==> src/hdl/fsnp_pkg.sv <==
// ----------------------------------------------------------------------------
// fsnp_pkg
// Shared types and constants for the FAT 8.3 short name parser.
// ----------------------------------------------------------------------------
`default_nettype none

package fsnp_pkg;

  localparam int unsigned BASE_BYTES = 8;
  localparam int unsigned EXT_BYTES  = 3;
  localparam int unsigned NAME_BYTES = BASE_BYTES + EXT_BYTES;

  localparam logic [7:0] CHAR_SPACE    = 8'h20;
  localparam logic [7:0] CHAR_DOT      = 8'h2E;
  localparam logic [7:0] CHAR_SLASH    = 8'h2F;
  localparam logic [7:0] CHAR_BSLASH   = 8'h5C;
  localparam logic [7:0] CHAR_NUL      = 8'h00;
  localparam logic [7:0] CHAR_DELETED  = 8'hE5;
  localparam logic [7:0] CHAR_KANJI05  = 8'h05;
  localparam logic [7:0] CHAR_LAST7BIT = 8'd127;
  localparam logic [7:0] CASE_OFFSET   = 8'h20;

  typedef enum logic [1:0] {
    PH_BASE  = 2'd0,
    PH_EXTRA = 2'd1,
    PH_EXT   = 2'd2,
    PH_SKIP  = 2'd3
  } phase_t;

  typedef enum logic [1:0] {
    K_CHAR    = 2'd0,
    K_TERM    = 2'd1,
    K_ILLEGAL = 2'd2,
    K_DOT     = 2'd3
  } kind_t;

  typedef enum logic [1:0] {
    STAT_OK       = 2'd0,
    STAT_ILLEGAL  = 2'd1,
    STAT_BASE_LEN = 2'd2,
    STAT_EXT_BAD  = 2'd3
  } status_t;

  typedef struct packed {
    kind_t      kind;
    logic [7:0] ch;
    logic       sep;
  } class_t;

  typedef struct packed {
    logic [8*BASE_BYTES-1:0] name_base;
    logic [8*EXT_BYTES-1:0]  name_ext;
    status_t                 status;
    logic                    ended_by_separator;
  } result_t;

endpackage

`default_nettype wire

==> src/hdl/fsnp_if.sv <==
// ----------------------------------------------------------------------------
// fsnp_if
// Valid/ready channels for path bytes and finished short names.
// ----------------------------------------------------------------------------
`default_nettype none

interface fsnp_in_if;
  logic       valid;
  logic       ready;
  logic [7:0] path_char;

  modport source (output valid, output path_char, input ready);
  modport sink   (input valid, input path_char, output ready);
endinterface

interface fsnp_out_if;
  logic        valid;
  logic        ready;
  logic [63:0] name_base;
  logic [23:0] name_ext;
  logic [1:0]  status;
  logic        ended_by_separator;

  modport source (output valid, output name_base, output name_ext, output status,
                  output ended_by_separator, input ready);
  modport sink   (input valid, input name_base, input name_ext, input status,
                  input ended_by_separator, output ready);
endinterface

`default_nettype wire

==> src/hdl/fsnp_classify.sv <==
// ----------------------------------------------------------------------------
// fsnp_classify
// Sorts one path byte into terminator, dot, illegal or a mapped name byte.
// ----------------------------------------------------------------------------
`default_nettype none

module fsnp_classify (
  input  wire logic [7:0]      ch_i,
  output fsnp_pkg::class_t     cls_o
);

  always_comb begin
    cls_o.sep  = (ch_i == fsnp_pkg::CHAR_SLASH) || (ch_i == fsnp_pkg::CHAR_BSLASH);
    cls_o.ch   = ch_i;
    cls_o.kind = fsnp_pkg::K_CHAR;
    if (ch_i == fsnp_pkg::CHAR_NUL || cls_o.sep) begin
      cls_o.kind = fsnp_pkg::K_TERM;
    end else if (ch_i == fsnp_pkg::CHAR_DOT) begin
      cls_o.kind = fsnp_pkg::K_DOT;
    end else if (ch_i inside {[8'h41:8'h5A], [8'h30:8'h39]}) begin
      cls_o.kind = fsnp_pkg::K_CHAR;
    end else if (ch_i inside {[8'h61:8'h7A]}) begin
      cls_o.ch = ch_i - fsnp_pkg::CASE_OFFSET;
    end else if (ch_i == fsnp_pkg::CHAR_DELETED) begin
      cls_o.ch = fsnp_pkg::CHAR_KANJI05;
    end else if (ch_i > fsnp_pkg::CHAR_LAST7BIT) begin
      cls_o.kind = fsnp_pkg::K_CHAR;
    end else if (ch_i inside {8'h21, 8'h23, 8'h24, 8'h25, 8'h26, 8'h27, 8'h28, 8'h29,
                              8'h2D, 8'h40, 8'h5E, 8'h5F, 8'h60, 8'h7B, 8'h7D, 8'h7E,
                              8'h20}) begin
      cls_o.kind = fsnp_pkg::K_CHAR;
    end else begin
      cls_o.kind = fsnp_pkg::K_ILLEGAL;
    end
  end

endmodule

`default_nettype wire

==> src/hdl/fsnp_core.sv <==
// ----------------------------------------------------------------------------
// fsnp_core
// Component state (name bytes, position, phase) and its one-step update.
// ----------------------------------------------------------------------------
`default_nettype none

module fsnp_core (
  input  wire logic              clk,
  input  wire logic              rst_n,
  input  wire logic              step_en_i,
  input  wire fsnp_pkg::class_t  cls_i,
  output logic                   res_valid_o,
  output fsnp_pkg::result_t      res_o
);

  localparam int unsigned NB = fsnp_pkg::NAME_BYTES;

  logic [7:0]       store_r   [NB];
  logic [7:0]       store_nxt [NB];
  logic [7:0]       emit_store[NB];
  logic [3:0]       pos_r, pos_nxt;
  fsnp_pkg::phase_t phase_r, phase_nxt;
  logic             dotw_r, dotw_nxt;

  logic             ok, err, clr;
  fsnp_pkg::status_t err_code;

  always_comb begin
    store_nxt  = store_r;
    emit_store = store_r;
    pos_nxt    = pos_r;
    phase_nxt  = phase_r;
    dotw_nxt   = dotw_r;
    ok         = 1'b0;
    err        = 1'b0;
    clr        = 1'b0;
    err_code   = fsnp_pkg::STAT_OK;

    case (phase_r)
      fsnp_pkg::PH_BASE: begin
        if (dotw_r) begin
          // the byte after a second dot decides: "..", the start of an extension or an error
          if (cls_i.kind == fsnp_pkg::K_TERM) begin
            emit_store[1] = fsnp_pkg::CHAR_DOT;
            ok = 1'b1;
          end else if (cls_i.kind == fsnp_pkg::K_ILLEGAL) begin
            err = 1'b1;
            err_code = fsnp_pkg::STAT_ILLEGAL;
          end else if (cls_i.kind == fsnp_pkg::K_DOT) begin
            err = 1'b1;
            err_code = fsnp_pkg::STAT_EXT_BAD;
          end else begin
            store_nxt[fsnp_pkg::BASE_BYTES] = cls_i.ch;
            pos_nxt   = 4'd1;
            phase_nxt = fsnp_pkg::PH_EXT;
            dotw_nxt  = 1'b0;
          end
        end else if (cls_i.kind == fsnp_pkg::K_TERM) begin
          ok = 1'b1;
        end else if (cls_i.kind == fsnp_pkg::K_DOT) begin
          if (pos_r == 4'd0) begin
            store_nxt[0] = fsnp_pkg::CHAR_DOT;
            pos_nxt = 4'd1;
          end else if (pos_r == 4'd1 && store_r[0] == fsnp_pkg::CHAR_DOT) begin
            dotw_nxt = 1'b1;
          end else begin
            phase_nxt = fsnp_pkg::PH_EXT;
            pos_nxt   = 4'd0;
          end
        end else if (pos_r >= 4'(fsnp_pkg::BASE_BYTES)) begin
          // one extra base byte is dropped unchecked
          phase_nxt = fsnp_pkg::PH_EXTRA;
        end else if (cls_i.kind == fsnp_pkg::K_ILLEGAL) begin
          err = 1'b1;
          err_code = fsnp_pkg::STAT_ILLEGAL;
        end else begin
          store_nxt[pos_r[2:0]] = cls_i.ch;
          pos_nxt = pos_r + 4'd1;
        end
      end
      fsnp_pkg::PH_EXTRA: begin
        if (cls_i.kind == fsnp_pkg::K_TERM) begin
          ok = 1'b1;
        end else if (cls_i.kind == fsnp_pkg::K_DOT) begin
          phase_nxt = fsnp_pkg::PH_EXT;
          pos_nxt   = 4'd0;
        end else if (cls_i.kind == fsnp_pkg::K_ILLEGAL) begin
          err = 1'b1;
          err_code = fsnp_pkg::STAT_ILLEGAL;
        end else begin
          err = 1'b1;
          err_code = fsnp_pkg::STAT_BASE_LEN;
        end
      end
      fsnp_pkg::PH_EXT: begin
        if (cls_i.kind == fsnp_pkg::K_TERM) begin
          ok = 1'b1;
        end else if (cls_i.kind == fsnp_pkg::K_ILLEGAL) begin
          err = 1'b1;
          err_code = fsnp_pkg::STAT_ILLEGAL;
        end else if (cls_i.kind == fsnp_pkg::K_DOT || pos_r >= 4'(fsnp_pkg::EXT_BYTES)) begin
          err = 1'b1;
          err_code = fsnp_pkg::STAT_EXT_BAD;
        end else begin
          store_nxt[4'(fsnp_pkg::BASE_BYTES) + {2'b00, pos_r[1:0]}] = cls_i.ch;
          pos_nxt = pos_r + 4'd1;
        end
      end
      default: begin
        // skipping after an error until the component ends
        if (cls_i.kind == fsnp_pkg::K_TERM) begin
          clr = 1'b1;
        end
      end
    endcase

    if (err) begin
      phase_nxt = fsnp_pkg::PH_SKIP;
      dotw_nxt  = 1'b0;
    end
    if (ok || clr) begin
      for (int i = 0; i < NB; i++) begin
        store_nxt[i] = fsnp_pkg::CHAR_SPACE;
      end
      pos_nxt   = 4'd0;
      phase_nxt = fsnp_pkg::PH_BASE;
      dotw_nxt  = 1'b0;
    end

    res_valid_o = ok || err;
    res_o.name_base = '0;
    res_o.name_ext  = '0;
    res_o.status    = err_code;
    res_o.ended_by_separator = 1'b0;
    if (ok) begin
      for (int i = 0; i < fsnp_pkg::BASE_BYTES; i++) begin
        res_o.name_base[8*(fsnp_pkg::BASE_BYTES-1-i) +: 8] = emit_store[i];
      end
      for (int i = 0; i < fsnp_pkg::EXT_BYTES; i++) begin
        res_o.name_ext[8*(fsnp_pkg::EXT_BYTES-1-i) +: 8] =
          emit_store[fsnp_pkg::BASE_BYTES + i];
      end
      res_o.ended_by_separator = cls_i.sep;
    end
  end

  always_ff @(posedge clk) begin
    if (!rst_n) begin
      for (int i = 0; i < NB; i++) begin
        store_r[i] <= fsnp_pkg::CHAR_SPACE;
      end
      pos_r   <= 4'd0;
      phase_r <= fsnp_pkg::PH_BASE;
      dotw_r  <= 1'b0;
    end else if (step_en_i) begin
      store_r <= store_nxt;
      pos_r   <= pos_nxt;
      phase_r <= phase_nxt;
      dotw_r  <= dotw_nxt;
    end
  end

endmodule

`default_nettype wire

==> src/hdl/fat_short_name_parser_unit.sv <==
// ----------------------------------------------------------------------------
// fat_short_name_parser_unit
// Turns a stream of path bytes into FAT 8.3 names, one result per component.
// ----------------------------------------------------------------------------
// path: a name reaches out_chan from its last byte through the input register,
//   then the result register
// throughput: one path byte per cycle; the input register advances whenever
//   the result register is empty or being taken
// reset: synchronous active-low rst_n empties both registers and restarts
//   the component with an all-space name
`default_nettype none

module fat_short_name_parser_unit (
  input  wire logic   clk,
  input  wire logic   rst_n,
  fsnp_in_if.sink     in_chan,
  fsnp_out_if.source  out_chan
);

  logic              s1_valid_r;
  logic [7:0]        s1_char_r;
  logic              s1_adv;

  logic              out_valid_r;
  fsnp_pkg::result_t out_res_r;

  fsnp_pkg::class_t  cls;
  logic              res_valid;
  fsnp_pkg::result_t res;

  assign s1_adv        = s1_valid_r && (!out_valid_r || out_chan.ready);
  assign in_chan.ready = !s1_valid_r || s1_adv;

  always_ff @(posedge clk) begin
    if (!rst_n) begin
      s1_valid_r <= 1'b0;
    end else if (in_chan.ready) begin
      s1_valid_r <= in_chan.valid;
    end
  end

  always_ff @(posedge clk) begin
    if (in_chan.valid && in_chan.ready) begin
      s1_char_r <= in_chan.path_char;
    end
  end

  fsnp_classify u_classify (
    .ch_i  (s1_char_r),
    .cls_o (cls)
  );

  fsnp_core u_core (
    .clk         (clk),
    .rst_n       (rst_n),
    .step_en_i   (s1_adv),
    .cls_i       (cls),
    .res_valid_o (res_valid),
    .res_o       (res)
  );

  always_ff @(posedge clk) begin
    if (!rst_n) begin
      out_valid_r <= 1'b0;
    end else if (s1_adv) begin
      out_valid_r <= res_valid;
    end else if (out_chan.ready) begin
      out_valid_r <= 1'b0;
    end
  end

  always_ff @(posedge clk) begin
    if (s1_adv && res_valid) begin
      out_res_r <= res;
    end
  end

  assign out_chan.valid              = out_valid_r;
  assign out_chan.name_base          = out_res_r.name_base;
  assign out_chan.name_ext           = out_res_r.name_ext;
  assign out_chan.status             = out_res_r.status;
  assign out_chan.ended_by_separator = out_res_r.ended_by_separator;

  // error results carry no name
  a_err_zero: assert property (@(posedge clk) disable iff (!rst_n)
    (out_valid_r && out_res_r.status != fsnp_pkg::STAT_OK) |->
      (out_res_r.name_base == '0 && out_res_r.name_ext == '0 &&
       !out_res_r.ended_by_separator))
    else $error("error result with nonzero name fields");

  // an empty result register never blocks input
  a_ready_free: assert property (@(posedge clk) disable iff (!rst_n)
    !out_valid_r |-> in_chan.ready)
    else $error("input stalled with empty result register");

  // a new result only comes from a byte held in the input register
  a_res_src: assert property (@(posedge clk) disable iff (!rst_n)
    (out_valid_r && !$past(out_valid_r)) |-> $past(s1_valid_r))
    else $error("result appeared without a byte in the input register");

endmodule

`default_nettype wire

==> src/flat_wrapper.sv <==
// flat-port wrapper written by rule: the top's interface ports become plain ports
module fat_short_name_parser_unit_flat 
  (clk, rst_n, in_chan_valid, in_chan_path_char, in_chan_ready, out_chan_valid, out_chan_name_base, out_chan_name_ext, out_chan_status, out_chan_ended_by_separator, out_chan_ready);
  fsnp_in_if in_chan_i ();
  fsnp_out_if out_chan_i ();
  input  wire logic clk;
  input  wire logic rst_n;
  input wire logic [$bits(in_chan_i.valid)-1:0] in_chan_valid;
  input wire logic [$bits(in_chan_i.path_char)-1:0] in_chan_path_char;
  output wire logic [$bits(in_chan_i.ready)-1:0] in_chan_ready;
  output wire logic [$bits(out_chan_i.valid)-1:0] out_chan_valid;
  output wire logic [$bits(out_chan_i.name_base)-1:0] out_chan_name_base;
  output wire logic [$bits(out_chan_i.name_ext)-1:0] out_chan_name_ext;
  output wire logic [$bits(out_chan_i.status)-1:0] out_chan_status;
  output wire logic [$bits(out_chan_i.ended_by_separator)-1:0] out_chan_ended_by_separator;
  input wire logic [$bits(out_chan_i.ready)-1:0] out_chan_ready;
  assign in_chan_i.valid = in_chan_valid;
  assign in_chan_i.path_char = in_chan_path_char;
  assign in_chan_ready = in_chan_i.ready;
  assign out_chan_valid = out_chan_i.valid;
  assign out_chan_name_base = out_chan_i.name_base;
  assign out_chan_name_ext = out_chan_i.name_ext;
  assign out_chan_status = out_chan_i.status;
  assign out_chan_ended_by_separator = out_chan_i.ended_by_separator;
  assign out_chan_i.ready = out_chan_ready;
  fat_short_name_parser_unit u_core (.clk(clk), .rst_n(rst_n), .in_chan(in_chan_i), .out_chan(out_chan_i));
endmodule
==> config.mk <==
export PLATFORM = sky130hd
export DESIGN_NAME = fat_short_name_parser_unit_flat
export DESIGN_NICKNAME = d
export VERILOG_FILES = /design/src/hdl/fsnp_pkg.sv /design/src/hdl/fsnp_if.sv /design/src/hdl/fsnp_classify.sv /design/src/hdl/fsnp_core.sv /design/src/hdl/fat_short_name_parser_unit.sv /design/src/flat_wrapper.sv
export SDC_FILE = /design/constraint.sdc
export NUM_CORES = 1
export LEC_CHECK = 0
export ABC_AREA = 1
export BUFFER_PORTS_ARGS = -buffer_cell sky130_fd_sc_hd__buf_2
export CAP_MARGIN = 20
export CORE_MARGIN = 5
export CORE_UTILIZATION = 35
export CTS_CLUSTER_DIAMETER = 200
export CTS_CLUSTER_SIZE = 24
export DETAILED_ROUTE_END_ITERATION = 6
export HOLD_SLACK_MARGIN = 0.1
export PLACE_DENSITY_LB_ADDON = 0.05
export SLEW_MARGIN = 15
export SYNTH_ARGS = -nofsm -noshare
export SYNTH_HDL_FRONTEND = slang
export SYNTH_SLANG_ARGS = --single-unit
==> constraint.sdc <==
create_clock -name clk -period 3.73 [get_ports clk]
set_clock_uncertainty 0.1 [all_clocks]
set_input_delay 0.373 -clock clk [delete_from_list [all_inputs] [get_ports clk]]
set_output_delay 0.373 -clock clk [all_outputs]
set_load 0.02 [all_outputs]
-- Word-level counts from Yosys, hierarchy flattened
Cells that the tools add are included.
- register bits after elaboration: 196
- add/sub/neg operators: 3
- order comparisons: 13
- equal/unequal tests: 54
- muxes and demuxes: 112
- bitwise operators: 2
- reduce and logical (&&, ||, !) cells: 35
- operators with widths (kind ; count):
    $mux W88 ; 7
    $bwmux W88 ; 2
    $pmux W88 S2 ; 1
    $mux W8 ; 16
    $eq A8 B6 Y1 const B ; 13
    $mux W80 ; 1
    $mux W2 ; 33
    $demux W8 S4 ; 2
    $eq A8 B7 Y1 const B ; 8
    $mux W4 ; 16
    $mux W64 ; 1
    $ne A4 B4 Y1 const B ; 9
    $ne A3 B3 Y1 const B ; 10
    $ne A5 B5 Y1 const B ; 6
    $reduce_and A10 Y1 ; 3
    $mux W1 ; 28
    $reduce_bool A17 Y1 ; 1
    $ge A8 B7 Y1 const B ; 2
    $le A8 B7 Y1 const B ; 2
    $mux W16 ; 1
    $reduce_and A13 Y1 ; 1
    $pmux W4 S3 ; 1
    $logic_and A1 B1 Y1 ; 9
    $reduce_and A9 Y1 ; 1
    32 further kinds ; 45

-- Longest topological paths before layout
Gate-level depths: netlist of run 1.
- depth after elaboration: 18
- gate-level depth with buffers: 18

-- By module
A second synthesis of run 1 with hierarchy kept.
- cell total of the unflattened synthesis: 1050
- area, all modules: 8778.4 um2
- modules (own cells, without submodules) (module ; instances ; cells each ; area each (um2)):
    fsnp_core ; 1 ; 841 ; 5252.5
    fat_short_name_parser_unit ; 1 ; 116 ; 3080.5
    fsnp_classify ; 1 ; 93 ; 445.4

-- Least setup slack after synthesis of run 1
Ideal clock, no wire load.
- path type: reg-to-reg
- start point: register u_core.s1_char_r[5]
- end point: register u_core.out_res_r, in the netlist u_core.out_chan.ended_by_separator, enable pin
- setup time: 445 ps
- arrival time: 3433 ps
- setup slack: -248 ps
- cell stages (with the launch flop): 13
- clock period less this slack: 3978 ps
- path through: edfxtp_1 -> ha_1 -> nand3_1 -> o21ai_1 -> nand2_1 -> nand2_1 -> nor2_2 -> nand3_1 -> nand4_1 -> nand2_1 -> nand2_1 -> nand2_1 -> inv_1
- longest elaborated chain between the ends: 18
- RTL lines (item ; RTL line ; RTL):
    start: declaration ; fat_short_name_parser_unit.sv:21 ; logic [7:0] s1_char_r;
    start signal: assignment ; fat_short_name_parser_unit.sv:44 ; s1_char_r <= in_chan.path_char;
    $eq A8 B6 Y1 or $eq A8 B7 Y1 (tied branches) ; fsnp_classify.sv:28 ; end else if (ch_i inside {8'h21, 8'h23, 8'h24, 8'h25, 8'h26, 8'h27, 8'h28, 8'h29,
    $reduce_bool A17 Y1 ; fsnp_classify.sv:28 ;
    $mux W2 ; fsnp_classify.sv:28 ;
    $mux W2 ; fsnp_classify.sv:26 ; end else if (ch_i > fsnp_pkg::CHAR_LAST7BIT) begin
    $mux W2 ; fsnp_classify.sv:24 ; end else if (ch_i == fsnp_pkg::CHAR_DELETED) begin
    $mux W2 ; fsnp_classify.sv:22 ; end else if (ch_i inside {[8'h61:8'h7A]}) begin
    $mux W2 ; fsnp_classify.sv:20 ; end else if (ch_i inside {[8'h41:8'h5A], [8'h30:8'h39]}) begin
    $mux W2 ; fsnp_classify.sv:18 ; end else if (ch_i == fsnp_pkg::CHAR_DOT) begin
    [2 not listed] ; - ;
    $mux W1 ; fsnp_core.sv:73 ; end else if (cls_i.kind == fsnp_pkg::K_ILLEGAL) begin
    $mux W1 ; fsnp_core.sv:70 ; end else if (pos_r >= 4'(fsnp_pkg::BASE_BYTES)) begin
    $mux W1 ; fsnp_core.sv:60 ; end else if (cls_i.kind == fsnp_pkg::K_DOT) begin
    $mux W1 ; fsnp_core.sv:58 ; end else if (cls_i.kind == fsnp_pkg::K_TERM) begin
    $mux W1 ; fsnp_core.sv:41 ; if (dotw_r) begin
    $pmux W1 S3 ; fsnp_core.sv:39 ; case (phase_r)
    $logic_or A1 B1 Y1 * ; fsnp_core.sv:130 ; res_valid_o = ok || err;
    $logic_and A1 B1 Y1 * ; fat_short_name_parser_unit.sv:73 ; if (s1_adv && res_valid) begin
    end signal: assignment ; fat_short_name_parser_unit.sv:74 ; out_res_r <= res;
    end: declaration ; fat_short_name_parser_unit.sv:25 ; fsnp_pkg::result_t out_res_r;
Every way passes the cells marked *; elsewhere a longest branch is shown, timed or not.
A chain may end at the register's enable or synchronous reset.

-- Worst setup path in the final report of run 1
- start point: register u_core.s1_char_r[4]
- end point: register u_core.out_res_r, in the netlist u_core.out_chan.name_base[13], enable pin
The elaborated chain is that of the path after synthesis.

==> qor.csv, run 1 <==
stage,metric,value,unit
outcome,status,finished clean,
final_layout,fin_nets,1125,
sta,slew_headroom,49.8,%
detailed_routing,post_drt_via_cell_ratio,4.68,
detailed_routing,drt_iter0_drc,540,
detailed_routing,dr.pass1.iters,5,
detailed_routing,wire_per_inst,15.7,µm
yosys,synth_nets,1022,
cts,clk_latency,0.43,ns
floorplanning,die_w,168,µm
cts,cts_resized,0,
yosys,ys_warn_count,0,
final_layout,fillers,2536,
yosys,synthSimpleGateAreaFrac,23.7,%
floorplanning,die_y,168,µm
floorplanning,core-area,0.0244,mm²
placement,routabilityCongestion,0.879,
sta,rsz0062_at_grt,no,
run,maxCapViolations,0,
yosys,synth_edf_count,99,
yosys,synth_cells,999,
setup_path,r2r-start,u_core.s1_char_r[4]$_DFFE_PP_,
cts,cts_tree,done,
sta,worst_pin_slew,0.752,ns
final_layout,fin_cells,1439,
sta,fin_ws,0.389,ns
yosys,synth_top_family_by_area,simple AND/OR/NAND/NOR gates,
sta,post-route-min-period,3.34,ns
worst_hold_path,hold_depth,3,
final_layout,syn_to_final_growth,16.2,%
setup_path,cp.arrival,3.32,ns
pwr,p_int,3.49,mW
final_layout,antenna_cells,0,
final_layout,drive_gt1_share,17.2,%
worst_hold_path,hold_class,in2reg,
cts,numCtsBuffers,17,
global_route,grt_use_total,16.3,%
global_route,antenna_found_initial,0,
yosys,syn_area_per_cell,8.72,µm²
global_route,grt_start_max_net_pins,89,
floorplanning,dieArea,0.0281,mm²
yosys,synth_commonest_cells,"nand2_1 (187), nor2_1 (157), inv_1 (123)",
detailed_routing,vias,6741,
detailed_routing,drc,0,
cts,clock-sinks,196,
setup_path,crit_end,u_core.out_chan.name_base[13]$_SDFFCE_PN0P_,
yosys,muxShareOfSynthArea,0,%
setup_path,critical_path.startpoint,u_core.s1_char_r[4]$_DFFE_PP_,
yosys,ys_seq_area_share,56.4,%
pwr,powerDensity,498,mW/mm²
global_route,grt_pass1_wl,37.0,mm
yosys,synth_xor_area_share,0.101,%
detailed_routing,ant_nets,0,
detailed_routing,routed_wl,22.6,mm
global_route,grt.overflow.total,0,
cts,cts_root_buf,clkbuf_16,
placement,port_buffers,104,
global_route,grt_pass1_vias,6796,
yosys,synthFlopType,edfxtp_1,
yosys,synth.ff_latch_count,196,
cts,h-tree-depth,4,
setup_path,critical_path_class,reg2reg,
sta,fmax,0.299,GHz
pwr,pwr-share-clk,36.0,%
cts,clk_pin_slew,0.08,ns
worst_hold_path,min_from,in_chan_valid,
setup_path,r2r_slack,0.39,ns
yosys,synth_cell_types,40,
yosys,yosysTopAreaCell,edfxtp_1,
pwr,ir_drop,0.211,mV
yosys,synth_fa_ha_area_share,1.58,%
pwr,pwr-share-comb,15.9,%
setup_path,crit_path_end_kind,flop,
yosys,yosysTopAreaCellShare,34.1,%
placement,pre_cts_slack,0.404,ns
sta,tns,0,ns
floorplanning,rows,57,
sta,finalHoldViolCount,0,
sta,setup_viol,0,
pwr,power_leakage,3.86,nW
pwr,switchingPower,1.55,mW
yosys,synth_area_leaders,"edfxtp_1 (34%), dfxtp_1 (22%), nand2_1 (8.1%)",
floorplanning,io_pins,105,
sta,period_share,89.6,%
yosys,synth_compound_area_share,8.53,%
setup_path,startpoint_type,flop,
setup_path,r2r_cells,15,
floorplanning,start_util,35.7,%
pwr,p_seq_share,48.1,%
pwr,p_sw_share,30.7,%
placement,post-place-cells,1399,
placement,place_hpwl,15.1,mm
sta,final-max-slew-violation-count,0,
yosys,yosysMostFrequentCell,nand2_1,
setup_path,critPathMaxFanout,35,
setup_path,rr_endpoint,u_core.out_chan.name_base[13]$_SDFFCE_PN0P_,
yosys,syn-cell-area,0.00871,mm²
cts,cts_max_path_buffers,2,
yosys,ys_async_sr_fraction,0,%
setup_path,cp.required,3.71,ns
==> final cells by class <==
| type | count | area (µm²) | share of cell area, % |
|---|---|---|---|
| Sequential cell | 196 | 4910 | 48.5 |
| Clock buffer | 19 | 433 | 4.28 |
| Inverter | 135 | 522 | 5.15 |
| Multi-Input combinational cell | 625 | 2960 | 29.2 |
| Clock inverter | 13 | 139 | 1.37 |
| Tap cell | 324 | 405 | 4.00 |
| Timing Repair Buffer | 127 | 751 | 7.42 |
==> what timing repair did <==
action | 4_1_cts | 5_1_grt
hold endpoints to repair | 8 | 0
hold buffers | 8 | 0
buffers inserted | 0 | 0
==> sequential cells by signal (all words and copies together), names as in the netlist <==
signal,cells
u_core.u_core.emit_store,80
u_core.u_core.pos_r,4
u_core.out_chan.name_ext,24
u_core.u_core.phase_r,2
u_core.out_chan.valid,1
u_core.out_chan.status,2
u_core.s1_valid_r,1
u_core.s1_char_r,8
u_core.u_core.dotw_r,1
u_core.u_core.store_r,8
u_core.out_chan.name_base,64
u_core.out_chan.ended_by_separator,1
==> layer usage <==
layer,track usage (%),share of wire (%),vias up
li1,-,-,3446
met1,23.2,50,3139
met2,26.2,46,143
met3,2.88,3.7,13
met4,3.32,0.74,0
met5,0,0,-
==> worst max-delay path: stages, from the launching register on <==
cell and delay (ns):
edfxtp_1 0.62, clkinv_4 0.14, nand2_2 0.10, nor2_4 0.06
nand2_2 0.08, nand2_1 0.09, nor2_4 0.40, nand2_1 0.18
nand2_1 0.12, nand3_1 0.09, nand4_1 0.14, nand2_1 0.13
nand2_1 0.08, nand2_1 0.09, clkinvlp_4 0.12, buf_4 0.39
==> worst min-delay path by stage <==
stage	slack [ns]	end
finish	0.12	u_core.s1_valid_r$_SDFFE_PN0N_
global route	0.13	u_core.s1_valid_r$_SDFFE_PN0N_
CTS	0.11	u_core.s1_valid_r$_SDFFE_PN0N_
detailed placement	0.34	u_core.u_core.emit_store[53]$_SDFFE_PN1P_
global placement	0.34	u_core.u_core.emit_store[37]$_SDFFE_PN1P_
floorplan	0.32	u_core.u_core.emit_store[29]$_SDFFE_PN1P_
==> cell usage in the layout, fill, tap and decap left out, types with 2 or more instances in the layout <==
| master | n |
|---|---|
| o211ai_1 | 6 |
| nor2_2 | 6 |
| inv_2 | 7 |
| nand3_1 | 90 |
| nor4_1 | 3 |
| buf_12 | 3 |
| clkinv_4 | 7 |
| buf_2 | 104 |
| nand2_1 | 186 |
| nor2_4 | 4 |
| nand2_2 | 9 |
| inv_8 | 4 |
| ha_1 | 11 |
| nand4_1 | 6 |
| inv_1 | 122 |
| clkbuf_16 | 17 |
| clkbuf_1 | 2 |
| o21ai_1 | 7 |
| dfxtp_1 | 97 |
| nand3_2 | 2 |
| nand2_4 | 3 |
| buf_4 | 12 |
| dlygate4sd3_1 | 8 |
| o21ai_0 | 26 |
| nor3_1 | 3 |
| nor2_1 | 157 |
| edfxtp_1 | 99 |
| inv_4 | 2 |
| a21oi_1 | 95 |
==> per-stage QoR <==
stage          utilization [%]  area, µm²  hold slack [ns]  power (mW)
6_report                  41.5      10100            0.119        5.04
5_1_grt                   41.5      10100            0.128        5.29
4_1_cts                   41.5      10100            0.110        5.10
3_5_place_dp              38.8       9470            0.337        3.28
3_3_place_gp              38.8       9470            0.338        3.29
2_1_floorplan                -       8720            0.319        3.07
==> power groups by stage <==
stage / sequential [mW] / combinational, mW / clock [mW]
5_1_grt: 2.44 / 0.891 / 1.96
3_3_place_gp: 2.48 / 0.811 / 0
3_5_place_dp: 2.48 / 0.799 / 0
2_1_floorplan: 2.55 / 0.514 / 0
6_report: 2.43 / 0.801 / 1.81
4_1_cts: 2.43 / 0.809 / 1.86
==> kinds of logic (layout without fill, tap and decap cells) <==
logic type | count (synthesis) | count (layout)
compound gates | 140 | 140
xor+xnor | 1 | 1
fa+ha+maj | 11 | 11
buf+inv | 178 | 294
flops | 196 | 196
simple gates | 473 | 473
No activity file was read; power rests on OpenSTA's default activity.
==> inputs of run 2 (changes only) <==
Settings changed: CORE_MARGIN 5 to 2.
==> run 2 against run 1 <==
Effect of this change:
- maximum frequency grew 2.7%
- register-to-register slack gained 0.09 ns
- largest cell class unchanged
- first-iteration DRC count shrank 13%
- die area shrank 7.0%
- critical path type unchanged
- core utilization grew 0.056 points
- worst hold slack gained 0.023 ns
- sequential share of layout area shrank 0.066 points
- final area grew 0.14%
- highest routed layer unchanged
- worst setup slack gained 0.089 ns
- sequential power is essentially flat
- routed wire length grew 0.27%
- via count grew 0.27%
==> qor.csv, run 2 (synthesis gave the netlist of run 1 again) <==
stage,metric,value,unit,change
setup_path,startpoint_type,flop,,
final_layout,antenna_cells,0,,unchanged
worst_hold_path,hold_class,in2reg,,
setup_path,critPathMaxFanout,37,,+5.7%
cts,cts_root_buf,clkbuf_16,,
final_layout,fin_nets,1123,,-0.18%
placement,port_buffers,104,,unchanged
cts,cts_tree,done,,
setup_path,cp_num_cells,15,,unchanged
setup_path,r2r_slack,0.48,ns,+0.09 ns
setup_path,cp.required,3.70,ns,about the same
placement,post-place-cells,1396,,-0.21%
cts,clk_latency,0.44,ns,about the same
sta,worst_pin_slew,0.752,ns,+0.000494 ns
cts,clock-sinks,196,,unchanged
worst_hold_path,min_from,out_chan_ready,,
pwr,ir_drop,0.248,mV,+18%
final_layout,layout_common_cells,"nand2_1 (186), nor2_1 (157), inv_1 (122), buf_2 (104), edfxtp_1 (99)",,
outcome,status,finished clean,,
cts,clk_pin_slew,0.08,ns,about the same
run,maxCapViolations,0,,unchanged
final_layout,syn_to_final_growth,16.4,%,
detailed_routing,ant_nets,0,,unchanged
sta,final-max-slew-violation-count,0,,unchanged
worst_hold_path,hold_depth,4,,+1
cts,h-tree-depth,4,,unchanged
setup_path,r2r-start,u_core.s1_char_r[4]$_DFFE_PP_,,
setup_path,slowest_stage,edfxtp_1,,
floorplanning,start_util,35.7,%,unchanged
worst_hold_path,min_to,u_core.out_chan.valid$_SDFFE_PN0P_,,
global_route,grt_start_max_net_pins,89,,unchanged
setup_path,crit_path_end_kind,flop,,
sta,period_share,87.2,%,-2.4 points
pwr,finalPower,5.11,mW,+1.4%
sta,fmax,0.307,GHz,+2.7%
floorplanning,core-area,0.0244,mm²,unchanged
cts,cts_resized,0,,unchanged
setup_path,path_buf_inv,3,,unchanged
setup_path,critPathMostFrequentCell,nand2_1,,
floorplanning,rows,57,,unchanged
global_route,grt_use_total,17.5,%,+1.2 points
final_layout,drive_gt1_share,17.1,%,-0.15 points
setup_path,max_stage_delay,0.54,ns,-0.08 ns
final_layout,final_util,41.6,%,+0.056 points
setup_path,rr_endpoint,u_core.out_chan.name_base[17]$_SDFFCE_PN0P_,,
global_route,grt.overflow.total,0,,unchanged
pwr,powerDensity,504,mW/mm²,+1.3%
detailed_routing,dr.pass1.iters,7,,+2
setup_path,critical_path_class,reg2reg,,
detailed_routing,drt_iter0_drc,472,,-13%
global_route,antenna_found_initial,0,,unchanged
placement,place_hpwl,15.4,mm,+2.0%
final_layout,final_area,0.0101,mm²,+0.14%
sta,finalHoldViolCount,0,,unchanged
cts,numCtsBuffers,17,,unchanged
setup_path,path_delay_family,simple AND/OR/NAND/NOR gates,,
final_layout,largest_register_ffs,80,,unchanged
sta,rsz0062_at_grt,no,,
floorplanning,dieArea,0.0262,mm²,-7.0%
detailed_routing,drc,0,,unchanged
pwr,power_leakage,3.87,nW,+0.17%
detailed_routing,routed_wl,22.6,mm,+0.27%
sta,tns,0,ns,unchanged
setup_path,crit_path_cell_trace,"clkinv_4, nand2_2, nor2_4, nand2_2, nand2_1, nor2_4, nand2_1, nand2_1, nand3_1, nand4_1, nand2_1, nand2_1, nand2_1, clkinvlp_4, buf_4",,
setup_path,cp.arrival,3.23,ns,-0.09 ns
final_layout,final_common_cell,nand2_1,,
global_route,grt_pass1_wl,35.9,mm,-3.0%
detailed_routing,wire_per_inst,15.8,µm,+0.41%
floorplanning,die_w,162,µm,-3.6%
final_layout,fin_cells,1437,,-0.14%
setup_path,r2r_cells,15,,unchanged
cts,cts_max_path_buffers,2,,unchanged
placement,routabilityCongestion,0.888,,+1.0%
sta,setup_viol,0,,unchanged
global_route,grt_pass1_vias,6606,,-2.8%
detailed_routing,vias,6759,,+0.27%
floorplanning,die_y,162,µm,-3.6%
sta,slew_headroom,49.7,%,-0.096 points
sta,post-route-min-period,3.25,ns,-0.0886 ns
detailed_routing,post_drt_via_cell_ratio,4.70,,+0.41%
placement,dpl_cell_area,0.00945,mm²,-0.24%
floorplanning,io_pins,105,,unchanged
[run 2: timing repair]
item	in CTS	in global routing
hold buffers	9	0
endpoints found under the setup margin	0	0
buffers inserted	0	0
endpoints found under the hold margin	9	0
[run 2: through the flow]
stage / hold WS (ns) / setup slack (ns)
5_1_grt: 0.158 / 0.178
3_3_place_gp: 0.338 / 0.547
3_5_place_dp: 0.335 / 0.458
2_1_floorplan: 0.319 / 0.250
4_1_cts: 0.137 / 0.437
6_report: 0.143 / 0.478
[run 2: worst max-delay path by stage]
stage / from / to / slack [ns]
finish: u_core.s1_char_r[4]$_DFFE_PP_ / u_core.out_chan.name_base[17]$_SDFFCE_PN0P_ / 0.48
CTS: u_core.s1_char_r[4]$_DFFE_PP_ / u_core.out_chan.name_base[17]$_SDFFCE_PN0P_ / 0.44
floorplan: u_core.s1_char_r[5]$_DFFE_PP_ / u_core.out_chan.ended_by_separator$_SDFFCE_PN0P_ / 0.25
detailed placement: u_core.s1_char_r[4]$_DFFE_PP_ / u_core.out_chan.name_base[8]$_SDFFCE_PN0P_ / 0.46
global placement: u_core.s1_char_r[7]$_DFFE_PP_ / u_core.out_chan.name_base[8]$_SDFFCE_PN0P_ / 0.55
global route: u_core.s1_char_r[5]$_DFFE_PP_ / u_core.out_chan.name_base[17]$_SDFFCE_PN0P_ / 0.18
[run 2: final cells by class]
cell class / instances / area [µm²]
Fill cell: 2585 / 14300
Sequential cell: 196 / 4910
Multi-Input combinational cell: 625 / 2960
Timing Repair Buffer: 125 / 738
Inverter: 135 / 522
Clock buffer: 19 / 443
Tap cell: 324 / 405
Clock inverter: 13 / 155
[run 2: per-layer routing]
metal | GRT usage [%] | up-vias | wire (µm)
met3 | 3.22 | 19 | 840
met5 | 0 | - | 0
met4 | 4.06 | 0 | 243
met1 | 23.9 | 3180 | 10800
li1 | - | 3423 | -
met2 | 29.1 | 137 | 10700
[run 2: where the power goes]
part / internal [mW] / switching, mW
registers: 2.38 / 0.0497
logic: 0.216 / 0.584
clock network: 0.982 / 0.905
total: 3.57 / 1.54
[run 2: worst register-to-register path, stage by stage, from the launching register on]
cell	delay [ns]
edfxtp_1	0.54
clkinv_4	0.13
nand2_2	0.09
nor2_4	0.06
nand2_2	0.08
nand2_1	0.09
nor2_4	0.41
nand2_1	0.18
nand2_1	0.11
nand3_1	0.09
nand4_1	0.13
nand2_1	0.14
nand2_1	0.09
nand2_1	0.10
clkinvlp_4	0.12
buf_4	0.40
